===== src/rtl/xxh_pkg.sv =====
`timescale 1ns / 1ps
// ----------------------------------------------------------------------------
// xxh_pkg: shared types and constants of the XXH64 stream hash
// Holds the five XXH64 primes, the datapath operand and operation codes,
// and the command word that the controller sends to the datapath.
// ----------------------------------------------------------------------------
package xxh_pkg;

  localparam logic [63:0] P1 = 64'd11400714785074694791;
  localparam logic [63:0] P2 = 64'd14029467366897019727;
  localparam logic [63:0] P3 = 64'd1609587929392839161;
  localparam logic [63:0] P4 = 64'd9650029242287828579;
  localparam logic [63:0] P5 = 64'd2870177450012600261;

  // Start value of lane 0; the sum wraps modulo 2^64.
  localparam logic [63:0] P1_P2 = P1 + P2;

  localparam int unsigned WORD_BYTES = 8;

  // Multiplier operand A source.
  typedef enum logic [2:0] {
    MA_BUF,
    MA_ACC,
    MA_T,
    MA_H,
    MA_LO32,
    MA_BYTE
  } ma_sel_t;

  // Multiplier operand B constant.
  typedef enum logic [1:0] {
    MB_P1,
    MB_P2,
    MB_P3,
    MB_P5
  } mb_sel_t;

  // Operation applied to the registered product or the working registers.
  typedef enum logic [4:0] {
    OP_NONE,
    OP_RND_PRE,
    OP_ACC_WR,
    OP_MRG0,
    OP_MRG1,
    OP_MRG2,
    OP_SHORT,
    OP_ROT31_T,
    OP_XOR_P,
    OP_P_ADD4,
    OP_ADDLEN,
    OP_XROT27,
    OP_XROT23,
    OP_P_ADD3_SH32,
    OP_XROT11,
    OP_P_SH8,
    OP_FOLD33,
    OP_FOLD29,
    OP_EMIT
  } alu_op_t;

  typedef struct packed {
    logic       accept;
    logic       new_msg;
    logic [3:0] n;
    logic       buf_wr;
    logic [1:0] idx;
    ma_sel_t    ma_sel;
    mb_sel_t    mb_sel;
    alu_op_t    op;
  } xxh_cmd_t;

endpackage


===== src/rtl/xxh_ctrl.sv =====
`timescale 1ns / 1ps
// ----------------------------------------------------------------------------
// xxh_ctrl: XXH64 sequencer
// Takes input words, tracks the stripe fill and the tail, and steps the
// datapath through lane rounds, the merge, the tail folds and the avalanche.
// ----------------------------------------------------------------------------
module xxh_ctrl (
  input  logic              clk,
  input  logic              rst_n,
  input  logic              start,
  input  logic [3:0]        in_byte_count,
  input  logic              in_last_word,
  input  logic              dp_long,
  output logic              busy,
  output xxh_pkg::xxh_cmd_t cmd
);
  import xxh_pkg::*;

  typedef enum logic [4:0] {
    ST_IDLE,
    ST_RND_A,
    ST_RND_B,
    ST_FIN_BEGIN,
    ST_MRG1,
    ST_MRG2,
    ST_MG_A,
    ST_MG_B,
    ST_MG_C,
    ST_ADDLEN,
    ST_TW_A,
    ST_TW_B,
    ST_TW_C,
    ST_T4_A,
    ST_T4_B,
    ST_TB_A,
    ST_TB_B,
    ST_FX33,
    ST_FX_A,
    ST_FX_B
  } state_t;

  state_t      state_r;
  state_t      state_nxt;
  logic [1:0]  ph_r;
  logic [1:0]  ph_nxt;
  logic [1:0]  idx_r;
  logic [1:0]  idx_nxt;
  logic [1:0]  bw_r;
  logic [1:0]  bw_nxt;
  logic [2:0]  part_r;
  logic [2:0]  part_nxt;
  logic        last_r;
  logic        last_nxt;
  logic        open_r;
  logic        open_nxt;

  logic [3:0]  cnt;
  logic [3:0]  n;
  logic        full;
  logic [1:0]  bw_cur;
  logic        step_done;
  logic        mul_st;
  alu_op_t     mul_op;

  // Where the fold of the partial last word begins.
  function automatic state_t tail_next(input logic [2:0] part);
    if (part >= 3'd4) begin
      return ST_T4_A;
    end else if (part != 3'd0) begin
      return ST_TB_A;
    end
    return ST_FX33;
  endfunction

  assign cnt       = (in_byte_count > 4'd8) ? 4'd8 : in_byte_count;
  assign n         = in_last_word ? cnt : 4'(WORD_BYTES);
  assign full      = (n == 4'(WORD_BYTES));
  assign bw_cur    = open_r ? bw_r : 2'd0;
  assign step_done = (ph_r == 2'd2);
  assign busy      = (state_r != ST_IDLE);

  always_comb begin
    state_nxt  = state_r;
    ph_nxt     = 2'd0;
    idx_nxt    = idx_r;
    bw_nxt     = bw_r;
    part_nxt   = part_r;
    last_nxt   = last_r;
    open_nxt   = open_r;
    mul_st     = 1'b0;
    mul_op     = OP_NONE;
    cmd        = '0;
    cmd.idx    = idx_r;
    cmd.ma_sel = MA_H;
    cmd.mb_sel = MB_P1;
    cmd.op     = OP_NONE;
    unique case (state_r)
      ST_IDLE: begin
        if (start) begin
          cmd.accept  = 1'b1;
          cmd.new_msg = !open_r;
          cmd.n       = n;
          cmd.buf_wr  = full;
          cmd.idx     = bw_cur;
          part_nxt    = full ? 3'd0 : n[2:0];
          last_nxt    = in_last_word;
          open_nxt    = !in_last_word;
          idx_nxt     = 2'd0;
          if (full) begin
            bw_nxt = bw_cur + 2'd1;
          end else begin
            bw_nxt = bw_cur;
          end
          if (full && bw_cur == 2'd3) begin
            state_nxt = ST_RND_A;
          end else if (in_last_word) begin
            state_nxt = ST_FIN_BEGIN;
          end
        end
      end
      ST_RND_A: begin
        mul_st     = 1'b1;
        cmd.ma_sel = MA_BUF;
        cmd.mb_sel = MB_P2;
        mul_op     = OP_RND_PRE;
        if (step_done) begin
          state_nxt = ST_RND_B;
        end
      end
      ST_RND_B: begin
        mul_st     = 1'b1;
        cmd.ma_sel = MA_H;
        cmd.mb_sel = MB_P1;
        mul_op     = OP_ACC_WR;
        if (step_done) begin
          idx_nxt = idx_r + 2'd1;
          if (idx_r == 2'd3) begin
            state_nxt = last_r ? ST_FIN_BEGIN : ST_IDLE;
          end else begin
            state_nxt = ST_RND_A;
          end
        end
      end
      ST_FIN_BEGIN: begin
        idx_nxt = 2'd0;
        if (dp_long) begin
          cmd.op    = OP_MRG0;
          state_nxt = ST_MRG1;
        end else begin
          cmd.op    = OP_SHORT;
          state_nxt = ST_ADDLEN;
        end
      end
      ST_MRG1: begin
        cmd.op    = OP_MRG1;
        state_nxt = ST_MRG2;
      end
      ST_MRG2: begin
        cmd.op    = OP_MRG2;
        state_nxt = ST_MG_A;
      end
      ST_MG_A: begin
        mul_st     = 1'b1;
        cmd.ma_sel = MA_ACC;
        cmd.mb_sel = MB_P2;
        mul_op     = OP_ROT31_T;
        if (step_done) begin
          state_nxt = ST_MG_B;
        end
      end
      ST_MG_B: begin
        mul_st     = 1'b1;
        cmd.ma_sel = MA_T;
        cmd.mb_sel = MB_P1;
        mul_op     = OP_XOR_P;
        if (step_done) begin
          state_nxt = ST_MG_C;
        end
      end
      ST_MG_C: begin
        mul_st     = 1'b1;
        cmd.ma_sel = MA_H;
        cmd.mb_sel = MB_P1;
        mul_op     = OP_P_ADD4;
        if (step_done) begin
          idx_nxt   = idx_r + 2'd1;
          state_nxt = (idx_r == 2'd3) ? ST_ADDLEN : ST_MG_A;
        end
      end
      ST_ADDLEN: begin
        cmd.op    = OP_ADDLEN;
        idx_nxt   = 2'd0;
        state_nxt = (bw_r != 2'd0) ? ST_TW_A : tail_next(part_r);
      end
      ST_TW_A: begin
        mul_st     = 1'b1;
        cmd.ma_sel = MA_BUF;
        cmd.mb_sel = MB_P2;
        mul_op     = OP_ROT31_T;
        if (step_done) begin
          state_nxt = ST_TW_B;
        end
      end
      ST_TW_B: begin
        mul_st     = 1'b1;
        cmd.ma_sel = MA_T;
        cmd.mb_sel = MB_P1;
        mul_op     = OP_XROT27;
        if (step_done) begin
          state_nxt = ST_TW_C;
        end
      end
      ST_TW_C: begin
        mul_st     = 1'b1;
        cmd.ma_sel = MA_H;
        cmd.mb_sel = MB_P1;
        mul_op     = OP_P_ADD4;
        if (step_done) begin
          idx_nxt = idx_r + 2'd1;
          if (idx_r + 2'd1 == bw_r) begin
            state_nxt = tail_next(part_r);
          end else begin
            state_nxt = ST_TW_A;
          end
        end
      end
      ST_T4_A: begin
        mul_st     = 1'b1;
        cmd.ma_sel = MA_LO32;
        cmd.mb_sel = MB_P1;
        mul_op     = OP_XROT23;
        if (step_done) begin
          state_nxt = ST_T4_B;
        end
      end
      ST_T4_B: begin
        mul_st     = 1'b1;
        cmd.ma_sel = MA_H;
        cmd.mb_sel = MB_P2;
        mul_op     = OP_P_ADD3_SH32;
        if (step_done) begin
          part_nxt  = part_r - 3'd4;
          state_nxt = (part_r != 3'd4) ? ST_TB_A : ST_FX33;
        end
      end
      ST_TB_A: begin
        mul_st     = 1'b1;
        cmd.ma_sel = MA_BYTE;
        cmd.mb_sel = MB_P5;
        mul_op     = OP_XROT11;
        if (step_done) begin
          state_nxt = ST_TB_B;
        end
      end
      ST_TB_B: begin
        mul_st     = 1'b1;
        cmd.ma_sel = MA_H;
        cmd.mb_sel = MB_P1;
        mul_op     = OP_P_SH8;
        if (step_done) begin
          part_nxt  = part_r - 3'd1;
          state_nxt = (part_r == 3'd1) ? ST_FX33 : ST_TB_A;
        end
      end
      ST_FX33: begin
        cmd.op    = OP_FOLD33;
        state_nxt = ST_FX_A;
      end
      ST_FX_A: begin
        mul_st     = 1'b1;
        cmd.ma_sel = MA_H;
        cmd.mb_sel = MB_P2;
        mul_op     = OP_FOLD29;
        if (step_done) begin
          state_nxt = ST_FX_B;
        end
      end
      ST_FX_B: begin
        mul_st     = 1'b1;
        cmd.ma_sel = MA_H;
        cmd.mb_sel = MB_P3;
        mul_op     = OP_EMIT;
        if (step_done) begin
          bw_nxt    = 2'd0;
          part_nxt  = 3'd0;
          open_nxt  = 1'b0;
          state_nxt = ST_IDLE;
        end
      end
      default: begin
        state_nxt = ST_IDLE;
      end
    endcase
    // Multiply steps: issue, wait for the product, then apply the operation.
    if (mul_st) begin
      ph_nxt = step_done ? 2'd0 : ph_r + 2'd1;
      if (step_done) begin
        cmd.op = mul_op;
      end
    end
  end

  always_ff @(posedge clk) begin
    if (!rst_n) begin
      state_r <= ST_IDLE;
      ph_r    <= 2'd0;
      idx_r   <= 2'd0;
      bw_r    <= 2'd0;
      part_r  <= 3'd0;
      last_r  <= 1'b0;
      open_r  <= 1'b0;
    end else begin
      state_r <= state_nxt;
      ph_r    <= ph_nxt;
      idx_r   <= idx_nxt;
      bw_r    <= bw_nxt;
      part_r  <= part_nxt;
      last_r  <= last_nxt;
      open_r  <= open_nxt;
    end
  end

  a_last_goes_busy: assert property (@(posedge clk) disable iff (!rst_n)
    (start && !busy && in_last_word) |=> busy)
    else $error("last word did not start the finish sequence");

  a_plain_word_no_stall: assert property (@(posedge clk) disable iff (!rst_n)
    (start && !busy && !in_last_word && bw_cur != 2'd3) |=> !busy)
    else $error("word that completes no stripe left the block busy");

  a_tail_index: assert property (@(posedge clk) disable iff (!rst_n)
    (state_r == ST_TW_A) |-> (idx_r < bw_r))
    else $error("tail word index beyond the buffered words");

  a_close_message: assert property (@(posedge clk) disable iff (!rst_n)
    (state_r == ST_FX_B && step_done) |=>
      (state_r == ST_IDLE && !open_r && bw_r == 2'd0))
    else $error("message not closed after the result");

endmodule

===== config.mk =====
export PLATFORM = sky130hd
export DESIGN_NAME = xxh_ctrl
export DESIGN_NICKNAME = d
export VERILOG_FILES = /design/src/rtl/xxh_pkg.sv /design/src/rtl/xxh_ctrl.sv
export SDC_FILE = /design/constraint.sdc
export NUM_CORES = 1
export LEC_CHECK = 0
export BUFFER_PORTS_ARGS = -buffer_cell sky130_fd_sc_hd__buf_4
export CAP_MARGIN = 5
export CORE_MARGIN = 5
export CORE_UTILIZATION = 45
export DETAILED_ROUTE_END_ITERATION = 8
export PLACE_DENSITY = 0.73
export REMOVE_ABC_BUFFERS = 1
export SYNTH_ARGS = -nofsm -noshare
export SYNTH_HDL_FRONTEND = slang
export SYNTH_SLANG_ARGS = --single-unit

===== constraint.sdc =====
create_clock -name clk -period 1.9 [get_ports clk]
set_clock_uncertainty 0.05 [all_clocks]
set_input_delay 0.19 -clock clk [delete_from_list [all_inputs] [get_ports clk]]
set_output_delay 0.19 -clock clk [all_outputs]
set_load 0.01 [all_outputs]

==> reports/metrics.yaml <==
worst_setup_path_end_kind: "primary output"
unrepaired_setup_endpoints_after_global_routing: "true"
min_period_ns: 1.97
synth-edff-count: 0
ctsRootBufferMaster: "sky130_fd_sc_hd__clkbuf_8"
postCtsHoldBufs: 0
power-per-cell-area_nw_per_um2: 1420
die_height_um: 73.3
cts.path.max_buffers: 2
route.final.wire_length_um: 5840
ant_nets: 0
synth-seq-area-share_pct: 17.8
largest_net_degree_at_the_start_of_global_routing: 16
final-seq-area_um2: 332
timing.setup.critical_path_class: "register to primary output"
cts-htree-levels: 1
post-route-cell-area_um2: 2500
dp.final_hpwl_um: 4450
numClockSinks: 16
ir_worst_vdd_mv: 0.756
core-area_um2: 3940
post_drt_via_cell_ratio: 5.88
fp.dieW_um: 73.3
place_area_um2: 2300
drc_errors: 0
slew_viol_final: 0
io_buffers: 28
global_route_congestion_overflow_total: 0
cts.clk_slew.worst_paths_ns: 0.07
grt_usage_pct: 21.8
post-place-cells: 354
synthArstFlopShare_pct: 0
synth_area_per_cell_um2: 7.10
setup_viol: 3
synth.ff_latch_count: 16
fin_crit_sh_pct: 104
nNetsFinal: 330
worst_ep_arrival_time_ns: 1.73
design.die.area_um2: 5370
pre_cts_ws_ns: 0.0395
grt_antenna_before_repair: 0
fp-row-count: 23
clkLatencyLatePin_ns: 0.25
post-route-worst-setup-slack_ns: -0.0691
num_vias: 2129
critical_path_peak_fanout: 4
diodes: 0
slew_headroom_pct: 73.2
dominantRegCellSynth: "sky130_fd_sc_hd__dfxtp_1"
dr.pass1.iters: 4
clock_tree_from_tritoncts: "yes"
drt-initial-drc-count: 270
start_util_pct: 45.7
worst_pin_slew_ns: 0.399
floorplan.io_pins: 29
critical-path-max-stage-delay_ns: 0.58
areaGrowthSynthToFinish_pct: 38.6
netlist-cell-type-count: 62
multiInputGateArea_um2: 1420
peak_clock_frequency_supported_by_timing_mhz: 508
violations: "negative setup slack"
netlist_area_um2: 1800
critical-path-slowest-cell: "sky130_fd_sc_hd__or4b_4"
hp-class: "input pin to register"
post_synth_inst_count: 254
cellLeakagePower_nw: 1.07
maxCapViolCount: 0
gp_routability_congestion: 1.03
layout-drive-gt1-share_pct: 35.3
layout.cells.non_filler: 362
avg_wl_per_cell_um: 16.1
first_global_vias: 1917
nFillCells: 336
result_of_the_run: "finished with violations"
yosysWarnings: 0
cp_cell_sequence: "buf_6 -> or4b_4 -> nor2_8 -> a21oi_2 -> o32ai_2 -> buf_4"
final-hold-violation-count: 0
timing.critical_path.required_ns: 1.66
wire_length_of_the_first_global_routing_pass_um: 9170
start_kind: "register"
numCtsBuffers: 3
==> cell usage in the layout, fill, tap and decap left out, drive strengths merged, types with 3 or more instances in the layout <==
cell type / instances
nand3: 5
nor2b: 8
and2: 3
clkbuf: 4
xnor2: 3
ha: 8
nor3b: 3
a21oi: 17
o21ai: 22
o22ai: 9
nand2: 26
a31oi: 10
or2: 3
inv: 13
buf: 73
mux2i: 3
and3: 7
nor2: 26
nor3: 5
nand2b: 8
dfxtp: 16
a211oi: 4
==> metal layers <==
layer | share of wire [%] | global-route usage (%) | wire length (um) | vias to the layer above
met3 | 8.1 | 3.56 | 475 | 19
met5 | 0 | 0 | 0 | -
li1 | - | - | - | 1049
met4 | 3.3 | 6.84 | 195 | 0
met1 | 42 | 29.1 | 2440 | 968
met2 | 47 | 35.7 | 2730 | 93
==> cells in the mapped netlist, drive strengths merged (7+ instances only) <==
library cell	count	share of area [%]
dfxtp	16	18
o21ai	22	6.1
o22ai	9	3.1
nand2b	8	2.8
and3	7	2.4
a21oi	17	4.7
a31oi	10	4.3
nor2b	8	2.8
ha	8	5.6
buf	15	4.4
inv	13	2.7
nor2	26	6.6
nand2	26	5.4
==> path summary, 6_finish.rpt <==
kind / startpoint / endpoint / slack [ns] / cells after the start
setup / recovery: state_r[3] / cmd[1] / -0.07 / 6
hold / removal: in_last_word / last_r / 0.17 / 3
setup reg to reg: state_r[3] / part_r[2] / 0 / 7
hold reg to reg: ph_r[0] / ph_r[0] / 0.37 / 1
==> metrics by stage <==
step                setup TNS (ns)  hold WS (ns)  utilization [%]  power [mW]
finish                      -0.132         0.165             63.4        3.55
global route                -0.407         0.188             63.4        3.81
CTS                         -0.215         0.165             61.5        3.37
detailed placement               0         0.370             58.4        2.96
global placement                 0         0.354             58.4        2.93
floorplan                    -2.30         0.278                -        1.95
==> worst max-delay path: cells and delay by family, from the launching register on <==
| family | cells | cell delay, ns |
|---|---|---|
| compound gates | 2 | 0.14 |
| buf+inv | 2 | 0.29 |
| flops | 1 | 0.34 |
| simple gates | 2 | 0.70 |
==> registers in the layout (all words and copies together), names as in the netlist <==
signal   count
bw_r         2
ph_r         2
part_r       3
last_r       1
state_r      5
open_r       1
idx_r        2
==> where the power goes <==
group          internal [mW]  switching [mW]  total (mW)
Clock                  0.184           0.121       0.305
Combinational           1.27            1.40        2.67
Sequential             0.444           0.127       0.571
Total                   1.90            1.65        3.55
==> kinds of logic after synthesis <==
group / count (synthesis) / synth area share, %
AO/OA/AOI/OAI: 87 / 33.9
XOR/XNOR: 4 / 1.94
adder cells (fa/ha/maj): 8 / 5.55
buffers and inverters: 32 / 7.91
flip-flops: 16 / 17.8
multiplexers: 4 / 2.29
AND/OR/NAND/NOR: 103 / 30.6
==> layout make-up <==
| class | count | share of cell area (%) |
|---|---|---|
| clock buffer | 4 | 2.20 |
| inverter | 13 | 1.95 |
| multi-input combinational | 206 | 56.9 |
| timing repair buffer | 73 | 23.2 |
| sequential | 16 | 13.3 |
| tap | 50 | 2.50 |
==> timing repair <==
item | in CTS | in global routing
gates resized for setup | 14 | 19
endpoints found under the setup margin | 10 | 14
pin swaps | 3 | 3
gates cloned | 0 | 0
buffers inserted | 3 | 1
No activity file was read; power rests on OpenSTA's default activity.
